`src/hdl/bsmirq_pkg.sv`:
```
// Shared types, codes and constants for the bank switch mapper with scanline interrupt.
package bsmirq_pkg;

	localparam int PRG_CNT_W = 9;
	localparam int CHR_CNT_W = 11;
	localparam int CFG_IDX_W = 1;
	localparam int CFG_DATA_W = 11;
	localparam int Q_DEPTH = 2;
	localparam int Q_AW = 1;
	localparam int Q_CW = 2;

	localparam logic [CFG_IDX_W-1:0] CFG_PRG_COUNT = 1'd0;
	localparam logic [CFG_IDX_W-1:0] CFG_CHR_COUNT = 1'd1;

	localparam logic [PRG_CNT_W-1:0] PRG_COUNT_RST = 9'd2;
	localparam logic [CHR_CNT_W-1:0] CHR_COUNT_RST = 11'd8;

	// address high nibble decode
	localparam logic [3:0] NIB_PRG_A = 4'h8;
	localparam logic [3:0] NIB_MIRROR = 4'h9;
	localparam logic [3:0] NIB_PRG_B = 4'hA;
	localparam logic [3:0] NIB_CHR_FIRST = 4'hB;
	localparam logic [3:0] NIB_CHR_LAST = 4'hE;
	localparam logic [3:0] NIB_IRQ = 4'hF;

	// folded sub-address codes in the interrupt group
	localparam logic [1:0] IRQ_LATCH_LO = 2'd0;
	localparam logic [1:0] IRQ_LATCH_HI = 2'd1;
	localparam logic [1:0] IRQ_CONTROL = 2'd2;
	localparam logic [1:0] IRQ_ACK = 2'd3;

	localparam logic [7:0] CNT_TOP = 8'hFF;

	typedef enum logic [2:0] {
		EFF_NONE = 3'd0,
		EFF_PRG = 3'd1,
		EFF_CHR = 3'd2,
		EFF_MIRROR = 3'd3,
		EFF_IRQ = 3'd4
	} effect_t;

	// request passed from front to back
	typedef struct packed {
		effect_t effect;
		logic [2:0] slot;
		logic [7:0] value;
		logic [1:0] mirror;
	} req_t;

	// result item, effect in the lowest bits
	typedef struct packed {
		logic irq_request;
		logic [1:0] mirror_mode;
		logic [7:0] bank;
		logic [2:0] slot;
		effect_t effect;
	} res_t;

	localparam int RES_W = $bits(res_t);

endpackage

```
`src/hdl/bsmirq_front.sv`:
```
// Front end: accepts writes and ticks, updates mapper state, queues a classified request.
module bsmirq_front (
	input  logic clk,
	input  logic arst_n,
	input  logic in_valid,
	input  logic kind,
	input  logic [15:0] addr,
	input  logic [7:0] data,
	input  logic q_full,
	output logic in_ready,
	output logic push,
	output bsmirq_pkg::req_t push_req
);
	import bsmirq_pkg::*;

	logic [7:0] chr_q [8];
	logic swap_q;
	logic [1:0] en_q;
	logic [7:0] cnt_q;
	logic [7:0] reload_q;

	logic [3:0] nib;
	logic [1:0] sub;
	logic [3:0] chr_off;
	logic [2:0] idx;
	logic [7:0] chr_new;
	logic acc;

	assign in_ready = !q_full;
	assign acc = in_valid && in_ready;
	assign push = acc;

	assign nib = addr[15:12];
	assign sub = addr[3:2] | addr[1:0];
	assign chr_off = nib - NIB_CHR_FIRST;
	assign idx = {chr_off[1:0], sub[1]};
	assign chr_new = sub[0] ? {data[3:0], chr_q[idx][3:0]} : {chr_q[idx][7:4], data[3:0]};

	always_comb begin
		push_req = '0;
		push_req.effect = EFF_NONE;
		if (kind) begin
			if (en_q[1] && cnt_q == CNT_TOP)
				push_req.effect = EFF_IRQ;
		end else if (nib == NIB_PRG_A || nib == NIB_PRG_B) begin
			push_req.effect = EFF_PRG;
			push_req.value = data;
			if (nib == NIB_PRG_B)
				push_req.slot = 3'd1;
			else
				push_req.slot = swap_q ? 3'd2 : 3'd0;
		end else if (nib == NIB_MIRROR) begin
			if (!sub[1]) begin
				push_req.effect = EFF_MIRROR;
				push_req.mirror = data[1:0] ^ 2'b01;
			end
		end else if (nib >= NIB_CHR_FIRST && nib <= NIB_CHR_LAST) begin
			push_req.effect = EFF_CHR;
			push_req.slot = idx;
			push_req.value = chr_new;
		end
	end

	always_ff @(posedge clk or negedge arst_n) begin
		if (!arst_n) begin
			for (int i = 0; i < 8; i++)
				chr_q[i] <= 8'(i);
			swap_q <= 1'b0;
			en_q <= 2'b00;
			cnt_q <= 8'd0;
			reload_q <= 8'd0;
		end else if (acc) begin
			if (kind) begin
				if (en_q[1]) begin
					if (cnt_q == CNT_TOP) begin
						cnt_q <= reload_q;
						en_q <= {en_q[0], en_q[0]};
					end else begin
						cnt_q <= cnt_q + 8'd1;
					end
				end
			end else if (nib == NIB_MIRROR) begin
				if (sub[1])
					swap_q <= data[1];
			end else if (nib >= NIB_CHR_FIRST && nib <= NIB_CHR_LAST) begin
				chr_q[idx] <= chr_new;
			end else if (nib == NIB_IRQ) begin
				case (sub)
					IRQ_LATCH_LO: reload_q[3:0] <= data[3:0];
					IRQ_LATCH_HI: reload_q[7:4] <= data[3:0];
					IRQ_CONTROL: begin
						en_q <= data[1:0];
						if (data[1])
							cnt_q <= reload_q;
					end
					IRQ_ACK: en_q <= {en_q[0], en_q[0]};
					default: en_q <= en_q;
				endcase
			end
		end
	end

endmodule

```
`src/hdl/bsmirq_fifo.sv`:
```
// Two-entry request queue between front and back.
module bsmirq_fifo (
	input  logic clk,
	input  logic arst_n,
	input  logic push,
	input  bsmirq_pkg::req_t push_req,
	input  logic pop,
	output logic full,
	output logic empty,
	output bsmirq_pkg::req_t pop_req
);
	import bsmirq_pkg::*;

	req_t mem_q [Q_DEPTH];
	logic [Q_AW-1:0] wr_q;
	logic [Q_AW-1:0] rd_q;
	logic [Q_CW-1:0] count_q;

	assign full = count_q == Q_CW'(Q_DEPTH);
	assign empty = count_q == '0;
	assign pop_req = mem_q[rd_q];

	always_ff @(posedge clk) begin
		if (push)
			mem_q[wr_q] <= push_req;
	end

	always_ff @(posedge clk or negedge arst_n) begin
		if (!arst_n) begin
			wr_q <= '0;
			rd_q <= '0;
			count_q <= '0;
		end else begin
			if (push)
				wr_q <= wr_q + 1'b1;
			if (pop)
				rd_q <= rd_q + 1'b1;
			case ({push, pop})
				2'b10: count_q <= count_q + 1'b1;
				2'b01: count_q <= count_q - 1'b1;
				default: count_q <= count_q;
			endcase
		end
	end

endmodule

```
`src/hdl/bsmirq_back.sv`:
```
// Back end: reduces bank numbers by the page count two bits a cycle and holds the result.
module bsmirq_back (
	input  logic clk,
	input  logic arst_n,
	input  logic [bsmirq_pkg::PRG_CNT_W-1:0] prg_count,
	input  logic [bsmirq_pkg::CHR_CNT_W-1:0] chr_count,
	input  logic q_empty,
	input  bsmirq_pkg::req_t q_req,
	output logic pop,
	output logic out_valid,
	input  logic out_ready,
	output bsmirq_pkg::res_t out_res
);
	import bsmirq_pkg::*;

	typedef enum logic [2:0] {
		S_IDLE = 3'b001,
		S_DIV = 3'b010,
		S_DONE = 3'b100
	} state_t;

	state_t state_q;
	res_t res_q;
	res_t res_in;
	logic [7:0] rem_q;
	logic [7:0] dvd_q;
	logic [CHR_CNT_W-1:0] dvs_q;
	logic [1:0] step_q;
	logic [CHR_CNT_W-1:0] dvs;
	logic [7:0] rem_a;
	logic [7:0] rem_b;
	logic out_free;

	function automatic logic [7:0] rstep(input logic [7:0] r, input logic b,
			input logic [CHR_CNT_W-1:0] d);
		logic [CHR_CNT_W-1:0] t;
		logic [CHR_CNT_W-1:0] s;
		t = CHR_CNT_W'({r, b});
		s = t - d;
		rstep = (t >= d) ? s[7:0] : t[7:0];
	endfunction

	assign pop = state_q == S_IDLE && !q_empty;
	assign out_free = !out_valid || out_ready;
	assign dvs = (q_req.effect == EFF_PRG) ? CHR_CNT_W'(prg_count) : chr_count;
	assign rem_a = rstep(rem_q, dvd_q[7], dvs_q);
	assign rem_b = rstep(rem_a, dvd_q[6], dvs_q);

	always_comb begin
		res_in = '0;
		res_in.effect = q_req.effect;
		res_in.slot = q_req.slot;
		res_in.mirror_mode = q_req.mirror;
		res_in.irq_request = q_req.effect == EFF_IRQ;
		if ((q_req.effect == EFF_PRG || q_req.effect == EFF_CHR) && dvs == '0) begin
			res_in.effect = EFF_NONE;
			res_in.slot = 3'd0;
		end
	end

	always_ff @(posedge clk) begin
		case (state_q)
			S_IDLE: begin
				res_q <= res_in;
				rem_q <= 8'd0;
				dvd_q <= q_req.value;
				dvs_q <= dvs;
			end
			S_DIV: begin
				rem_q <= rem_b;
				dvd_q <= {dvd_q[5:0], 2'b00};
				res_q.bank <= rem_b;
			end
			default: rem_q <= rem_q;
		endcase
		if (state_q == S_DONE && out_free)
			out_res <= res_q;
	end

	always_ff @(posedge clk or negedge arst_n) begin
		if (!arst_n) begin
			state_q <= S_IDLE;
			step_q <= 2'd0;
			out_valid <= 1'b0;
		end else begin
			if (state_q == S_DONE && out_free)
				out_valid <= 1'b1;
			else if (out_valid && out_ready)
				out_valid <= 1'b0;
			case (state_q)
				S_IDLE: begin
					step_q <= 2'd0;
					if (pop) begin
						if ((q_req.effect == EFF_PRG || q_req.effect == EFF_CHR) && dvs != '0)
							state_q <= S_DIV;
						else
							state_q <= S_DONE;
					end
				end
				S_DIV: begin
					step_q <= step_q + 2'd1;
					if (step_q == 2'd3)
						state_q <= S_DONE;
				end
				S_DONE: begin
					if (out_free)
						state_q <= S_IDLE;
				end
				default: state_q <= S_IDLE;
			endcase
		end
	end

endmodule

```
`src/hdl/bank_switch_mapper_scanline_irq_top.sv`:
```
// Top level of the bank switch mapper with scanline interrupt counter.
// Each request (CPU bus write or scanline tick) gives exactly one result. The front end
// takes a request every cycle while its two-entry queue has room and updates mapper
// state at once; the back end retires one request at a time. A bank write with a nonzero
// page count passes the remainder unit, which reduces the bank number by the page count
// two bits per cycle; any other request skips the remainder unit. Page count writes take
// effect for requests popped from the queue afterwards.
module bank_switch_mapper_scanline_irq_top (
	input  logic clk,
	input  logic arst_n,
	input  logic cfg_we,
	input  logic [bsmirq_pkg::CFG_IDX_W-1:0] cfg_index,
	input  logic [bsmirq_pkg::CFG_DATA_W-1:0] cfg_data,
	input  logic s_tvalid,
	output logic s_tready,
	input  logic [23:0] s_tdata,   // addr[15:0], data[23:16]
	input  logic s_tuser,          // kind
	output logic m_tvalid,
	input  logic m_tready,
	output logic [23:0] m_tdata    // effect[2:0], slot[5:3], bank[13:6], mirror_mode[15:14],
	                               // irq_request[16], zero[23:17]
);
	import bsmirq_pkg::*;

	logic [PRG_CNT_W-1:0] prg_count_q;
	logic [CHR_CNT_W-1:0] chr_count_q;
	logic push;
	logic pop;
	logic q_full;
	logic q_empty;
	req_t push_req;
	req_t pop_req;
	res_t out_res;

	always_ff @(posedge clk or negedge arst_n) begin
		if (!arst_n) begin
			prg_count_q <= PRG_COUNT_RST;
			chr_count_q <= CHR_COUNT_RST;
		end else if (cfg_we) begin
			case (cfg_index)
				CFG_PRG_COUNT: prg_count_q <= cfg_data[PRG_CNT_W-1:0];
				CFG_CHR_COUNT: chr_count_q <= cfg_data[CHR_CNT_W-1:0];
				default: prg_count_q <= prg_count_q;
			endcase
		end
	end

	bsmirq_front u_front (
		.clk(clk),
		.arst_n(arst_n),
		.in_valid(s_tvalid),
		.kind(s_tuser),
		.addr(s_tdata[15:0]),
		.data(s_tdata[23:16]),
		.q_full(q_full),
		.in_ready(s_tready),
		.push(push),
		.push_req(push_req)
	);

	bsmirq_fifo u_fifo (
		.clk(clk),
		.arst_n(arst_n),
		.push(push),
		.push_req(push_req),
		.pop(pop),
		.full(q_full),
		.empty(q_empty),
		.pop_req(pop_req)
	);

	bsmirq_back u_back (
		.clk(clk),
		.arst_n(arst_n),
		.prg_count(prg_count_q),
		.chr_count(chr_count_q),
		.q_empty(q_empty),
		.q_req(pop_req),
		.pop(pop),
		.out_valid(m_tvalid),
		.out_ready(m_tready),
		.out_res(out_res)
	);

	assign m_tdata = {(24 - RES_W)'(0), out_res};

endmodule

```
`config.mk`:
```
export PLATFORM = sky130hd
export DESIGN_NAME = bank_switch_mapper_scanline_irq_top
export DESIGN_NICKNAME = d
export VERILOG_FILES = /design/src/hdl/bsmirq_pkg.sv /design/src/hdl/bsmirq_front.sv /design/src/hdl/bsmirq_fifo.sv /design/src/hdl/bsmirq_back.sv /design/src/hdl/bank_switch_mapper_scanline_irq_top.sv
export SDC_FILE = /design/constraint.sdc
export NUM_CORES = 1
export LEC_CHECK = 0
export BUFFER_PORTS_ARGS = -buffer_cell sky130_fd_sc_hd__buf_2
export CORE_MARGIN = 2
export CORE_UTILIZATION = 45
export CTS_CLUSTER_DIAMETER = 200
export DETAILED_ROUTE_END_ITERATION = 7
export PLACE_DENSITY_LB_ADDON = 0.15
export REMOVE_ABC_BUFFERS = 1
export SLEW_MARGIN = 20
export SYNTH_ARGS = -nofsm -noshare
export SYNTH_HDL_FRONTEND = slang
export SYNTH_HIERARCHICAL = 1
export SYNTH_SLANG_ARGS = --single-unit
```
`constraint.sdc`:
```
create_clock -name clk -period 6.3 [get_ports clk]
set_input_delay 1.26 -clock clk [delete_from_list [all_inputs] [get_ports clk]]
set_output_delay 1.26 -clock clk [all_outputs]
set_load 0.01 [all_outputs]
```
==> qor.csv <==
stage;metric;value;unit
cts;ctsHoldBuffers;0;
sta;timing.final.hold_violations;0;
pwr;power_density;416;nW/um^2
sta;final.setup.tns;0;ps
cts;worstSkewPairLatency;430;ps
layout;syn_to_final_growth;9.96;%
layout;ff_latch_area;5400;sq um
yosys;async_reset_ff_share;57.1;%
layout;diodes;0;
drt;drt_first_pass_iters;5;
yosys;syn-cell-area;9990;sq um
global_route;grt_pass1_vias;6783;
global_route;grt.overflow.total;0;
setup_path;cp.required;6490;ps
layout;drive_above_1_share;26.0;%
yosys;ys_warn_count;6;
layout;fillers;1932;
cts;ctsResizeCount;0;
cts;cts_root_buf;clkbuf_16;
drt;num_vias;6401;
place;io_buffer_count;52;
place;place.detailed.hpwl;15100;um
cts;clockBufferDepth;2;
layout;final_nets;923;
yosys;synth.most_common_cell;dfrtp_1;
yosys;ys_seq_area_share;54.0;%
floorplanning;start_util;45.8;%
min_path;hold_class;flop to flop;
cts;post_cts_buffers;0;
yosys;syn_avg_cell_area;12.3;sq um
cts;clkTransAtPathRegs;80;ps
drt;drc_errors;0;
sta;setup-violations-final;0;
sta;drv_slew;0;
floorplanning;core_area;21800;sq um
layout;multi_input_area;4230;sq um
place;place_congestion;0.870;
drt;via_per_inst;5.59;
setup_path;crit_fanout;9;
yosys;synth_top_cell_by_area;edfxtp_1;
drt;wl_per_cell;18.6;um
floorplanning;die_h;153;um
yosys;synth_cell_types;74;
pwr;p_leak;0.00462;uW
yosys;synthTopCellsByCount;dfrtp_1 (98), mux2_2 (86), edfxtp_1 (85);
drt;wl;21300;um
global_route;grt_pass1_wl;34900;um
setup_path;end_kind;flop;
cts;tritoncts;yes;
cts;h-tree-depth;4;
sta;holdWs;422;ps
floorplanning;die_w;153;um
place;dp_slack;1900;ps
sta;max_slew.worst_pin.slew;972;ps
global_route;antenna_found_initial;0;
run;cap_violations;0;
pwr;max-vdd-ir-drop;0.000186;V
floorplanning;die-area;23400;sq um
yosys;ys_ff_latch;198;
setup_path;start_kind;flop;
yosys;synthCells;813;
sta;fin_skew;10.9;ps
setup_path;cp.arrival;4210;ps
cts;cts_buffers;17;
cts;cts_num_sinks;198;
yosys;synthFlopType;dfrtp_1;
floorplanning;rows;54;
outcome;status;finished, final reports clean;
global_route;grt_util_all_layers;18.7;%
yosys;synth_edf_count;85;
yosys;synth_top_area_share;25.5;%
yosys;synthTopCellsByArea;edfxtp_1 (26%), dfrtp_1 (25%), mux2_2 (9.7%);
floorplanning;io_pins;68;
sta;worst_slack;2280;ps
sta;rsz0062_at_grt;no;
global_route;grt_max_degree;76;
sta;fmax;249;MHz
sta;fin_crit_sh;63.8;%
drt;ant_nets;0;
sta;fin_crit;4020;ps
sta;relSlewSlack;35.2;%
setup_path;criticalPathCategory;flop to flop;
drt;drt-initial-drc-count;489;
state kept, by name, summed over array words and instances (netlist names), 2 cells and up:
| register | cells |
|---|---|
| u_fifo/count_q | 2 |
| u_fifo/mem_q | 32 |
| u_back/res_q | 9 |
| u_back/rem_q | 8 |
| u_front/reload_q | 8 |
| u_back/step_q | 2 |
| u_front/chr_q | 64 |
| u_front/cnt_q | 8 |
| u_front/en_q | 2 |
| u_back/dvs_q | 11 |
| chr_count_q | 11 |
| u_back/out_res | 17 |
| u_back/dvd_q | 8 |
| u_back/state_q | 3 |
| prg_count_q | 9 |
worst paths after layout:
path	start	end	slack [ps]	cells after the start
setup / recovery	u_back/rem_q[1]	u_back/rem_q[5]	2280	13
hold / removal	u_back/res_q[3]	u_back/out_res[3]	420	0
setup reg to reg	u_back/rem_q[1]	u_back/rem_q[5]	2280	13
hold reg to reg	u_back/res_q[3]	u_back/out_res[3]	420	0
max in group asynchronous	arst_n	u_front/chr_q[4]	4270	2
min in group asynchronous	arst_n	u_front/chr_q[58]	980	1
area by class of cell:
class                   count  area share (%)
clock buffers              18            3.91
clock inverters            14            1.54
inverters                  32            1.09
multi-input cells         548            38.5
flip-flops and latches    198            49.1
well taps                 280            3.19
repair buffers             55            2.60
report_power, final:
group / internal (uW) / switching, uW / leakage, uW
Combinational: 678 / 890 / 0.00206
Sequential: 1740 / 168 / 0.00227
Clock: 597 / 502 / 0.000289
per-layer routing:
| layer | vias to the layer above | track usage (%) | part of all wire, % |
|---|---|---|---|
| met2 | 142 | 33.4 | 51 |
| met1 | 3171 | 23.0 | 43 |
| met5 | - | 0 | 0 |
| met4 | 0 | 6.13 | 1.8 |
| li1 | 3062 | - | - |
| met3 | 26 | 3.40 | 4.0 |
layout by cell type (no fill, tap or decap), types with 6 or more instances in the layout:
cell type | Yosys | layout
nand4_1 | 11 | 11
nand3_1 | 15 | 15
clkbuf_16 | 0 | 17
dfstp_2 | 15 | 15
mux2_4 | 10 | 10
ha_1 | 27 | 27
a211oi_1 | 14 | 14
nand2_1 | 80 | 80
dfrtp_1 | 98 | 98
mux2i_1 | 11 | 11
nor2b_1 | 14 | 14
buf_2 | 3 | 51
nor3b_1 | 15 | 15
xor2_1 | 9 | 9
nand2b_1 | 9 | 9
edfxtp_1 | 85 | 85
o21ai_1 | 7 | 7
nor2_1 | 32 | 32
inv_1 | 32 | 32
o21ai_0 | 40 | 40
a21oi_1 | 34 | 33
mux2_1 | 10 | 10
conb_1 | 1 | 7
mux4_2 | 8 | 8
a31oi_1 | 8 | 8
xnor2_1 | 6 | 6
mux2_2 | 86 | 86
critical path: stages, from the launching register on:
cell and delay (ps):
edfxtp_1 430, ha_1 450, nand2_1 80, o21ai_0 220, a21oi_1 120, o21ai_2 380, mux2_2 420, ha_1 380
o21a_1 150, o31a_1 180, o21ai_1 140, a21oi_1 390, nor2_1 180, a22o_1 260
per-stage QoR:
stage          utilization, %  total power [uW]  std cells  area, sq um
6_report                 50.3              4570       1145        11000
4_1_cts                  50.3              4600       1145        11000
2_1_floorplan               -              3070        778         9750
3_3_place_gp             47.6              3410       1113        10400
5_1_grt                  50.3              4870       1145        11000
3_5_place_dp             47.6              3490       1113        10400
logic make-up after synthesis:
family	after synthesis	share of synthesized area [%]
xor gates and xnor gates	15	1.31
buffers and inverters	73	3.86
DFF	198	54.0
muxes	125	15.2
AOI/OAI and AO/OA	147	9.33
and+or+nand+nor	225	12.4
adders and majority gates	29	3.78
other	1	0.0375
(Power assumes the default switching activity.)
